===== config.mk =====
export PLATFORM = sky130hd
export DESIGN_NAME = fcd_decode
export DESIGN_NICKNAME = d
export VERILOG_FILES = /design/src/sv/fcd_pkg.sv /design/src/sv/fcd_decode.sv
export SDC_FILE = /design/constraint.sdc
export NUM_CORES = 1
export LEC_CHECK = 0
export BUFFER_PORTS_ARGS = -buffer_cell sky130_fd_sc_hd__buf_2
export CAP_MARGIN = 0
export CORE_ASPECT_RATIO = 1.2
export CORE_MARGIN = 4
export CORE_UTILIZATION = 54
export CTS_BUF_LIST = sky130_fd_sc_hd__clkbuf_16
export DETAILED_ROUTE_END_ITERATION = 8
export GPL_TIMING_DRIVEN = 0
export HOLD_SLACK_MARGIN = 0.08
export PLACE_DENSITY = 0.88
export SLEW_MARGIN = 25
export SYNTH_ARGS = -nofsm -noshare
export SYNTH_HDL_FRONTEND = slang
export SYNTH_SLANG_ARGS = --single-unit
export TNS_END_PERCENT = 100

===== constraint.sdc =====
create_clock -name i_clk -period 3.2 [get_ports i_clk]
set_input_delay 0.48 -clock i_clk [delete_from_list [all_inputs] [get_ports i_clk]]
set_output_delay 0.48 -clock i_clk [all_outputs]
set_load 0.03 [all_outputs]

===== src/sv/fcd_pkg.sv =====
`default_nettype none
// ----------------------------------------------------------------------------
// fcd_pkg
// Shared types, character codes and command text for the framed command
// decoder.
// ----------------------------------------------------------------------------
package fcd_pkg;

    // widths of the result fields and of the frame byte count
    localparam int FRAME_CNT_W = 6;
    localparam int DUTY_W      = 7;
    localparam int KIND_W      = 2;

    // framing characters
    localparam logic [7:0] CH_START = 8'h23;  // '#'
    localparam logic [7:0] CH_END   = 8'h24;  // '$'
    localparam logic [7:0] CH_ZERO  = 8'h30;  // '0'
    localparam logic [7:0] CH_NINE  = 8'h39;  // '9'

    // command kinds reported when a frame closes
    localparam logic [KIND_W-1:0] KIND_NONE   = 2'd0;
    localparam logic [KIND_W-1:0] KIND_AUTO   = 2'd1;
    localparam logic [KIND_W-1:0] KIND_MANUAL = 2'd2;
    localparam logic [KIND_W-1:0] KIND_DUTY   = 2'd3;

    // candidate commands still alive in the open frame
    typedef struct packed {
        logic pwm;
        logic manual;
        logic auto_cmd;
    } t_match_flags;

    // one decoded result
    typedef struct packed {
        logic              auto_mode;
        logic [DUTY_W-1:0] duty_value;
        logic              frame_end;
        logic              frame_truncated;
        logic [KIND_W-1:0] command_kind;
    } t_fcd_result;

    // expected byte of "#auto$" at a frame position below six
    function automatic logic [7:0] auto_char(input logic [2:0] pos);
        logic [7:0] c;
        unique case (pos)
            3'd0:    c = 8'h23;  // '#'
            3'd1:    c = 8'h61;  // 'a'
            3'd2:    c = 8'h75;  // 'u'
            3'd3:    c = 8'h74;  // 't'
            3'd4:    c = 8'h6f;  // 'o'
            default: c = 8'h24;  // '$'
        endcase
        return c;
    endfunction

    // expected byte of "#manual$"
    function automatic logic [7:0] manual_char(input logic [2:0] pos);
        logic [7:0] c;
        unique case (pos)
            3'd0:    c = 8'h23;  // '#'
            3'd1:    c = 8'h6d;  // 'm'
            3'd2:    c = 8'h61;  // 'a'
            3'd3:    c = 8'h6e;  // 'n'
            3'd4:    c = 8'h75;  // 'u'
            3'd5:    c = 8'h61;  // 'a'
            3'd6:    c = 8'h6c;  // 'l'
            default: c = 8'h24;  // '$'
        endcase
        return c;
    endfunction

    // expected byte of the "#PWM" prefix
    function automatic logic [7:0] pwm_char(input logic [1:0] pos);
        logic [7:0] c;
        unique case (pos)
            2'd0:    c = 8'h23;  // '#'
            2'd1:    c = 8'h50;  // 'P'
            2'd2:    c = 8'h57;  // 'W'
            default: c = 8'h4d;  // 'M'
        endcase
        return c;
    endfunction

endpackage
`default_nettype wire


===== src/sv/fcd_decode.sv =====
`default_nettype none
// ----------------------------------------------------------------------------
// fcd_decode
// Frame state and on-the-fly matcher: consumes one byte per advance, updates
// the frame, mode and duty registers and forms the result for that byte.
// ----------------------------------------------------------------------------
module fcd_decode
    import fcd_pkg::*;
#(
    parameter int MAX_FRAME = 35
) (
    input  wire logic        i_clk,
    input  wire logic        i_rst_n,
    input  wire logic        i_adv,
    input  wire logic [7:0]  i_byte,
    output t_fcd_result      o_result
);

    localparam logic [FRAME_CNT_W-1:0] MaxFrameCnt = FRAME_CNT_W'(MAX_FRAME);

    // digit parser phases
    localparam logic [1:0] PH_FIRST = 2'd0;
    localparam logic [1:0] PH_ONE   = 2'd1;
    localparam logic [1:0] PH_DONE  = 2'd2;

    logic                   r_capturing, n_capturing;
    logic [FRAME_CNT_W-1:0] r_frame_count, n_frame_count;
    t_match_flags           r_flags, n_flags;
    logic [DUTY_W-1:0]      r_digit_acc, n_digit_acc;
    logic [1:0]             r_digit_phase, n_digit_phase;
    logic                   r_mode_auto, n_mode_auto;
    logic [DUTY_W-1:0]      r_duty, n_duty;

    logic                   close_frame;
    logic                   is_digit;
    logic [DUTY_W-1:0]      digit_val;

    assign is_digit  = (i_byte >= CH_ZERO) && (i_byte <= CH_NINE);
    assign digit_val = DUTY_W'(i_byte[3:0]);

    // next state and result for the current byte
    always_comb begin
        n_capturing   = r_capturing;
        n_frame_count = r_frame_count;
        n_flags       = r_flags;
        n_digit_acc   = r_digit_acc;
        n_digit_phase = r_digit_phase;
        n_mode_auto   = r_mode_auto;
        n_duty        = r_duty;
        close_frame   = 1'b0;

        o_result.frame_end       = 1'b0;
        o_result.frame_truncated = 1'b0;
        o_result.command_kind    = KIND_NONE;

        if (i_byte == CH_START) begin
            // start or restart a frame
            n_capturing   = 1'b1;
            n_frame_count = FRAME_CNT_W'(1);
            n_flags       = '{pwm: 1'b1, manual: 1'b1, auto_cmd: 1'b1};
            n_digit_acc   = '0;
            n_digit_phase = PH_FIRST;
        end else if (r_capturing) begin
            if (r_frame_count >= MaxFrameCnt) begin
                // frame full: drop this byte and close
                close_frame              = 1'b1;
                o_result.frame_truncated = 1'b1;
            end else begin
                // match against the command texts
                if (r_frame_count >= FRAME_CNT_W'(6) ||
                    i_byte != auto_char(r_frame_count[2:0])) begin
                    n_flags.auto_cmd = 1'b0;
                end
                if (r_frame_count >= FRAME_CNT_W'(8) ||
                    i_byte != manual_char(r_frame_count[2:0])) begin
                    n_flags.manual = 1'b0;
                end
                if (r_frame_count < FRAME_CNT_W'(4)) begin
                    if (i_byte != pwm_char(r_frame_count[1:0])) begin
                        n_flags.pwm = 1'b0;
                    end
                end else if (r_frame_count < FRAME_CNT_W'(6)) begin
                    // up to two duty digits after the prefix
                    if (r_digit_phase == PH_FIRST) begin
                        if (is_digit) begin
                            n_digit_acc   = digit_val;
                            n_digit_phase = PH_ONE;
                        end else begin
                            n_digit_phase = PH_DONE;
                        end
                    end else if (r_digit_phase == PH_ONE) begin
                        if (is_digit) begin
                            n_digit_acc = DUTY_W'(r_digit_acc * DUTY_W'(10) + digit_val);
                        end
                        n_digit_phase = PH_DONE;
                    end
                end
                n_frame_count = r_frame_count + FRAME_CNT_W'(1);
                close_frame   = (i_byte == CH_END);
            end
        end

        if (close_frame) begin
            // judge the closed frame, then clear it
            o_result.frame_end = 1'b1;
            priority if (n_flags.auto_cmd) begin
                n_mode_auto           = 1'b1;
                o_result.command_kind = KIND_AUTO;
            end else if (n_flags.manual) begin
                n_mode_auto           = 1'b0;
                o_result.command_kind = KIND_MANUAL;
            end else if (!r_mode_auto && n_flags.pwm && n_frame_count >= FRAME_CNT_W'(4)) begin
                n_duty                = n_digit_acc;
                o_result.command_kind = KIND_DUTY;
            end else begin
                o_result.command_kind = KIND_NONE;
            end
            n_capturing   = 1'b0;
            n_frame_count = '0;
            n_flags       = '0;
            n_digit_acc   = '0;
            n_digit_phase = PH_FIRST;
        end

        o_result.auto_mode  = n_mode_auto;
        o_result.duty_value = n_duty;
    end

    // state registers, updated once per consumed byte
    always_ff @(posedge i_clk) begin
        if (!i_rst_n) begin
            r_capturing   <= 1'b0;
            r_frame_count <= '0;
            r_flags       <= '0;
            r_digit_acc   <= '0;
            r_digit_phase <= PH_FIRST;
            r_mode_auto   <= 1'b0;
            r_duty        <= '0;
        end else if (i_adv) begin
            r_capturing   <= n_capturing;
            r_frame_count <= n_frame_count;
            r_flags       <= n_flags;
            r_digit_acc   <= n_digit_acc;
            r_digit_phase <= n_digit_phase;
            r_mode_auto   <= n_mode_auto;
            r_duty        <= n_duty;
        end
    end

endmodule
`default_nettype wire


After elaboration in Yosys (flattened, before gate mapping)
Index checks and enable logic that the tools add are counted.

word-level totals
  register bits = 27
  bits of input ports = 11
  output and inout bits = 12
  word-level logic and storage cells = 116

cells by class
  add/sub/neg operators = 2
  multiply operators = 1
  order comparisons = 8
  equality and inequality tests = 16
  multiplexer cells = 64
  reductions and logical operators = 16

operators with widths
  operator             number
  $mux 7               14
  $mux 8               10
  $pmux 7 s6           1
  $pmux 7 s5           1
  $mux 2               13
  $mux 6               4
  $ne 8x8->1           3
  $pmux 7 s3           1
  $eq 8x6->1 const B   2
  $mux 1               16
  $ge 6x3->1 const B   2
  $lt 6x3->1 const B   2
  $mux 3               4
  $eq 3x3->1 const B   3
  $ge 8x6->1 const B   1
  $le 8x6->1 const B   1
  $add 7x4->7          1
  $mul 7x3->6 const B  1
  $add 6x1->6 const B  1
  $eq 3x2->1 const B   2
  $ge 6x4->1 const B   1
  $ge 6x6->1 const B   1
  $ne 3x3->1 const B   2
  $reduce_and 6->1     1
  13 further kinds     19

Longest topological paths before layout
Gate-level depths: netlist of the first run.

  word-level depth = 18
  depth in mapped cells = 12
  gate-level depth less buffers = 10

Worst setup path after synthesis of the first run
No wires, ideal clock.

  path kind = flip-flop to output port
  start point = register r_frame_count[1]
  end point = output o_result[1] (netlist bit)
  arrival time = 3034 ps
  required time = 2720 ps
  setup slack = -314 ps
  cell stages (with the launch flop) = 10
  path buffers = 1
  cell sequence = dfxtp_1 > inv_1 > ha_1 > buf_2 > or2_1 > or4_1 > a221oi_1 > nand4_1 > and3_1 > a211oi_1

RTL lines
  item                      RTL line           source
  start: declaration        fcd_decode.sv:27   logic [FRAME_CNT_W-1:0] r_frame_count, n_frame_count;
  start signal: assignment  fcd_decode.sv:141  r_frame_count <= n_frame_count;
  end: declaration          fcd_decode.sv:16   output t_fcd_result o_result

==> impl_results.md, run 1 <==
* Status: complete, but fails checks
* Failing checks: negative setup slack
* Placed cells at 403
* Post-DP Area at 2749 sq um
* Clock sinks at 27
* Tmin final at 3.570 ns
* Share of cells above drive strength 1 at 22.99%
* Worst slew pin tran at 0.7636 ns
* Register bit count reported by yosys at 27
* Reg2reg start: r_frame_count[0]
* Syn nets at 354
* Seq/Total Area, Yosys at 21.68%
* VDD IR-drop max at 0.2819 mV
* Port buffer count at 19
* GR Util met1 at 30.43%
* CORE AREA at 4359 sq um
* Crit-path max cell delay at 0.52 ns
* Max_slew headroom at 48.98%
* Slowest cell on the critical path: or4_4
* DIE WIDTH at 70.04 microns
* Area Growth Syn to Fin at 23.33%
* Gr ovfl total at 0
* DP Wirelength at 5166 microns
* ANT cells at 0
* Initial antenna violation count at 0
* Fin worst setup slack at -0.3704 ns
* Critical Path Sink Type: output pin
* Routed wire per std cell at 17.34 microns
* Initial drt markers at 308
* Seq. cell area at 548.0 sq um
* Number of fill cells at 355
* GRT Util Overall at 25.14%
* Most frequent cells in the layout: 35 x nand2_1, 25 x nor2_1, 25 x dfxtp_1
* Number of max-cap violations at 0
* First-pass GRT wire length at 11830 microns
* Crit path buf inv count at 5
* Multi-input logic area at 1927 sq um
* Die height at 82.44 microns
* Finish-stage setup viols at 10
* Worst Hold Launch: r_duty[4]
* RSZ-0062 raised after global routing: true
* Pleak at 1.176 nW
* Vias in the first global route at 2528
* Die area at 5774 sq um
* DR vias at 2615
* Skew-Pair Late Insertion Delay at 0.26 ns
* Arr. time, crit path at 3.09 ns
* WHS at 0.4562 ns
* Ys async rst share at 0%
* Final-report max-slew violation count at 0
* Met2 usage at 46.12%
* Unique masters post-synth at 58
* Vias per std cell at 6.271
* Power per cell area at 235.3 nW/um^2
* Worst Path Required at 2.72 ns
* Most frequent CP cell: buf_6
* Post-Route WL at 7232 microns
* Crit path launch: r_frame_count[0]
* Crit Path Max Fanout at 7
* Final Net Count at 388
* Ys flop type: dfxtp_1
* Post-route DRC at 0
* Total power after layout at 0.7237 mW
* Number of enable flip-flop cells after synthesis at 0
* Pre-antenna DRT Iters at 5
* Critical Path Start Type: flop
* Delay-heaviest family, CP: simple AND/OR/NAND/NOR gates
* ANT nets after route at 0
* Final non-filler cell total at 417
* Yosys warnings at 0
* CTS Buf Count at 3
* Placement row count at 26
* Commonest non-fill, non-tap cell in the layout: nand2_1
* Cells after synthesis at 328
* Clock-pin slew on the worst setup and hold paths at 0.07 ns
* # IOs at 23
* Final period util at 111.6%
* GRT met3 Usage at 2.906%
* Crit Path Class: reg2out
* Effective utilization at floorplan at 57.20%
* Final GP Congestion at 0.9766
* Post-CTS Hold Fix Bufs at 0
* Post-Syn Area at 2494 sq um
* TritonCTS clock tree: done
* Worst clock skew at 0.004756 ns
* Hold Fails Final Rpt at 0
* Top Usage Layer GRT: met2
* Largest net degree at the start of global routing at 17
* FMAX at 280.1 MHz
* Finished Cell Area at 3075 sq um
* Max clock buf depth at 2
* Type of the tightest min-delay check: reg2reg
* Crit-path cells: inv_8, ha_4, buf_4, or2_4, or4_4, a221oi_2, nand4_1, buf_6, nand4b_4, nor3_4, buf_12, mux2_4, buf_6
* Post-Syn Area per Cell at 7.603 sq um
* Root buf cell: clkbuf_16
* H-tree Lvls at 1
[synthesized netlist by cell type, drive strengths merged, types with 2 or more instances]
cell | instances | share of area [%]
nand2 | 35 | 5.3
dfxtp | 27 | 22
nor2 | 25 | 3.8
a21oi | 24 | 4.8
o21ai | 20 | 4.0
inv | 17 | 2.6
clkbuf | 14 | 2.1
ha | 13 | 6.5
xnor2 | 13 | 4.6
buf | 12 | 2.7
mux2i | 11 | 4.4
nand3 | 10 | 2.0
nor3 | 9 | 2.7
mux2 | 8 | 3.6
nor4 | 7 | 1.8
o31ai | 7 | 2.1
and2 | 6 | 1.5
xor2 | 6 | 2.1
and3 | 5 | 1.3
nand4 | 5 | 1.3
or2 | 4 | 1.0
a21o | 3 | 0.90
a31oi | 3 | 0.75
nor2b | 3 | 0.75
nor4b | 3 | 1.3
o41ai | 3 | 1.4
a22oi | 2 | 0.60
a31o | 2 | 0.70
a32o | 2 | 0.80
a32oi | 2 | 0.70
fa | 2 | 1.6
nand2b | 2 | 0.50
nand4b | 2 | 1.3
nor3b | 2 | 0.60
o2111ai | 2 | 0.70
o211ai | 2 | 0.60
or3b | 2 | 0.70
[final timing paths]
| check | slack (ns) | cells past startpoint | endpoint |
|---|---|---|---|
| setup / recovery | -0.37 | 13 | o_result[4] |
| setup reg to reg | 0.23 | 11 | r_duty[6] |
| hold / removal | 0.46 | 2 | r_duty[4] |
| hold reg to reg | 0.46 | 2 | r_duty[4] |
[state kept, by name (all words and copies together), names as in the netlist]
signal	flops
r_duty	7
r_capturing	1
r_digit_acc	7
r_flags	3
r_mode_auto	1
r_frame_count	6
r_digit_phase	2
[cells by family after synthesis]
group                    Yosys count  synth area share, %
AO/OA/AOI/OAI                     80                20.87
XOR/XNOR                          19                6.673
adder cells (fa/ha/maj)           15                8.129
buffers and inverters             43                7.325
flip-flops                        27                21.68
multiplexers                      19                8.028
AND/OR/NAND/NOR                  125                27.30
[per-stage QoR]
step / setup WS (ns) / TNS, ns / utilization, %
4_1_cts: -0.3524 / -2.798 / 69.00
2_1_floorplan: 0.00004974 / 0 / -
5_1_grt: -0.4236 / -3.644 / 70.55
6_report: -0.3704 / -3.054 / 70.55
3_5_place_dp: -0.4660 / -3.675 / 63.06
3_3_place_gp: -0.4554 / -3.473 / 63.06
[tightest hold or removal path: stages (launching register included)]
cell and delay, ns:
dfxtp_1 0.31, nand2_1 0.05, mux2i_1 0.05
[timing repair]
action	CTS	global route
setup buffers	11	2
pin swaps	10	8
endpoints found under the setup margin	10	10
resized for setup	27	13
[where the power goes]
part / switching (mW) / total, mW / internal [mW]
combinational: 0.0612 / 0.0956 / 0.0344
clock: 0.119 / 0.290 / 0.171
sequential: 0.00245 / 0.338 / 0.336
[area by class of cell]
| class | instances | area share, % |
|---|---|---|
| Sequential cell | 27 | 17.82 |
| Timing Repair Buffer | 31 | 8.259 |
| Inverter | 17 | 2.482 |
| Multi-Input combinational cell | 258 | 62.65 |
| Clock buffer | 3 | 2.441 |
| Clock inverter | 1 | 0.2034 |
| Tap cell | 56 | 2.278 |
| Buffer | 24 | 3.865 |
[metal layers]
metal	vias to the layer above	wire length [microns]
met3	15	451
met2	123	3651
met5	-	0
met1	1223	2970
met4	0	158
li1	1254	-
No activity file was read; power rests on OpenSTA's default activity.
==> run 2: changes to the inputs <==
ABC_AREA = 1   (was default)
CORE_UTILIZATION = 55   (was 54)
PLACE_DENSITY = 0.89   (was 0.88)
==> impl_results.md, run 2 <==
* Port buffer count at 22
* First-pass GRT wire length at 11810 microns
* GRT Util Overall at 23.77%
* Count leader, synth: nand2_1
* Fin worst setup slack at 0.04957 ns
* Vias in the first global route at 2660
* Register bit count reported by yosys at 27
* Seq/Total Area, Yosys at 20.83%
* Worst slew pin tran at 0.5041 ns
* Final period util at 98.45%
* Pre-antenna DRT Iters at 6
* Yosys warnings at 0
* Crit Path Class: reg2out
* Post-Syn Area per Cell at 6.314 sq um
* Synth cell count leaders: 100 x nand2_1, 46 x nor2_1, 45 x inv_1
* Tmin final at 3.150 ns
* Critical Path Start Type: flop
* Ys flop type: dfxtp_1
* Gr ovfl total at 0
* Initial drt markers at 323
* Critical Path Sink Type: output pin
* Clock-pin slew on the worst setup and hold paths at 0.06 ns
* Skew-Pair Late Insertion Delay at 0.27 ns
* Root buf cell: clkbuf_16
* Status: completed
* Post-route DRC at 0
* FMAX at 317.4 MHz
* Post-Syn Area at 2595 sq um
* Share of cells above drive strength 1 at 26.95%
* Clock sinks at 27
* ANT cells at 0
* Final-report max-slew violation count at 0
* Final GP Congestion at 0.9028
* Place WS at 0.1314 ns
* Worst Path Required at 2.72 ns
* Post-Route WL at 7551 microns
* Biggest regs: r_digit_acc x7, r_duty x7, r_frame_count x6
* Unique masters post-synth at 40
* Pleak at 1.555 nW
* Number of max-cap violations at 0
* Finish-stage setup viols at 0
* Largest net degree at the start of global routing at 16
* # IOs at 23
* Post-synth top area share at 20.83%
* Worst clock skew at 0.002182 ns
* Effective utilization at floorplan at 56.48%
* DR vias at 2900
* RSZ-0062 raised after global routing: true
* Crit Path Max Fanout at 7
* Synth area leader: dfxtp_1
* Max_slew headroom at 66.39%
* Post-CTS Hold Fix Bufs at 0
* Worst r2r dst: r_duty[0]
* Power per cell area at 241.2 nW/um^2
* DP Wirelength at 5185 microns
* Final Net Count at 476
* Placement row count at 27
* Syn nets at 437
* CTS Buf Count at 3
* Arr. time, crit path at 2.67 ns
* Vias per std cell at 5.720
* CORE AREA at 4594 sq um
* Type of the tightest min-delay check: reg2reg
* Commonest non-fill, non-tap cell in the layout: nand2_1
* Hold Path Depth at 2
* TritonCTS clock tree: done
* Worst r2r path cells at 20
* Ys async rst share at 0%
* Cells after synthesis at 411
* Hold path endpoint: r_digit_acc[4]
* Number of enable flip-flop cells after synthesis at 0
* Number of fill cells at 397
* Most frequent cells in the layout: 93 x nand2_1, 46 x nor2_1, 41 x inv_1
* R2r setup slk at 0.74 ns
* Hold Fails Final Rpt at 0
* VDD IR-drop max at 0.3105 mV
* Max clock buf depth at 2
* Routed wire per std cell at 14.89 microns
* H-tree Lvls at 1
* Initial antenna violation count at 0
* Worst Hold Launch: r_digit_acc[4]
* ANT nets after route at 0
* Reg2reg start: r_frame_count[0]
* Synth top area cells: dfxtp_1 21%, nand2_1 14%, nand3_1 6.9%, nor2_1 6.7%, inv_1 6.5%
* Final core area utilization at 68.44%
* Die area at 5886 sq um
* Die height at 83.25 microns
* Area Growth Syn to Fin at 21.17%
* DIE WIDTH at 70.71 microns
==> run 2: cell types whose count changed after synthesis, moves of 8 or more <==
cell,delta
nand2_1,+65
inv_1,+28
nand3_1,+26
nor2_1,+21
nand2_2,+14
o21ai_0,-13
mux2i_1,-11
o21ai_1,+10
clkbuf_1,-9
mux2_2,-8
nand2_4,+8
xnor2_1,-8
==> run 2: cells by family after synthesis <==
kind of cell | count (synthesis) | synth area share [%]
AOI/OAI and AO/OA | 53 | 11.52
adders and majority gates | 15 | 7.811
buffers and inverters | 68 | 10.85
and+or+nand+nor | 236 | 44.94
DFF | 27 | 20.83
xor gates and xnor gates | 12 | 4.050
==> run 2: per-layer routing <==
layer / wire, microns / global-route usage, % / vias to the layer above
li1: - / - / 1408
met1: 2973 / 29.41 / 1300
met2: 3770 / 41.10 / 155
met3: 469 / 2.179 / 37
met4: 338 / 10.43 / 0
met5: 0 / 0 / -
==> run 2: layout make-up <==
| cell class | count | area [sq um] | share of cell area [%] |
|---|---|---|---|
| Multi-Input combinational cell | 317 | 1908 | 60.68 |
| Sequential cell | 27 | 546.8 | 17.39 |
| Timing Repair Buffer | 33 | 246.5 | 7.839 |
| Inverter | 55 | 220.2 | 7.004 |
| Clock buffer | 3 | 75.07 | 2.388 |
| Tap cell | 58 | 72.57 | 2.308 |
| Buffer | 13 | 70.07 | 2.228 |
| Clock inverter | 1 | 5.005 | 0.1592 |
==> run 2: repair_timing <==
item / 4_1_cts / 5_1_grt
setup buffers: 0 / 11
gates cloned: 0 / 1
endpoints found under the setup margin: 9 / 10
gates resized for setup: 3 / 59
pin swaps: 0 / 18
==> run 2: metrics by stage <==
stage          instances  area [sq um]  hold WS, ns  TNS (ns)  power [mW]
3_5_place_dp         491          2778       0.4823         0      0.4636
2_1_floorplan        411          2595       0.4585         0      0.4296
4_1_cts              495          2861       0.4918         0      0.7475
3_3_place_gp         491          2778       0.4711         0      0.4602
5_1_grt              507          3144       0.5220   -0.5238      0.7910
6_report             507          3144       0.4912         0      0.7584
==> run 2: worst max path at each step <==
stage | slack (ns) | to | startpoint
after floorplan | 0.29 | o_result[0] | r_frame_count[0]
after global placement | 0.18 | o_result[5] | r_frame_count[0]
after detailed placement | 0.13 | o_result[5] | r_frame_count[0]
after CTS | 0.01 | o_result[10] | r_digit_acc[1]
after global routing | -0.1 | o_result[8] | r_frame_count[0]
final | 0.05 | o_result[10] | r_frame_count[0]
==> run 2: power by group <==
group	total [mW]	internal, mW	switching (mW)
registers	0.346	0.342	0.00430
clock network	0.286	0.169	0.117
logic	0.126	0.0435	0.0828
total	0.758	0.554	0.204
==> run 2: worst max-delay path, stage by stage (launching register included) <==
cell	delay (ns)
dfxtp_4	0.40
clkinvlp_4	0.19
ha_4	0.25
buf_6	0.12
nand2_4	0.08
nand2_4	0.06
inv_4	0.07
nand2_4	0.06
nand2_1	0.06
nand2_1	0.05
nand2_1	0.06
nor2_1	0.04
nand2_1	0.09
nand2_2	0.08
nand2_4	0.09
nand3_4	0.15
nor2_8	0.24
nand2_2	0.10
nand2_2	0.09
buf_6	0.13
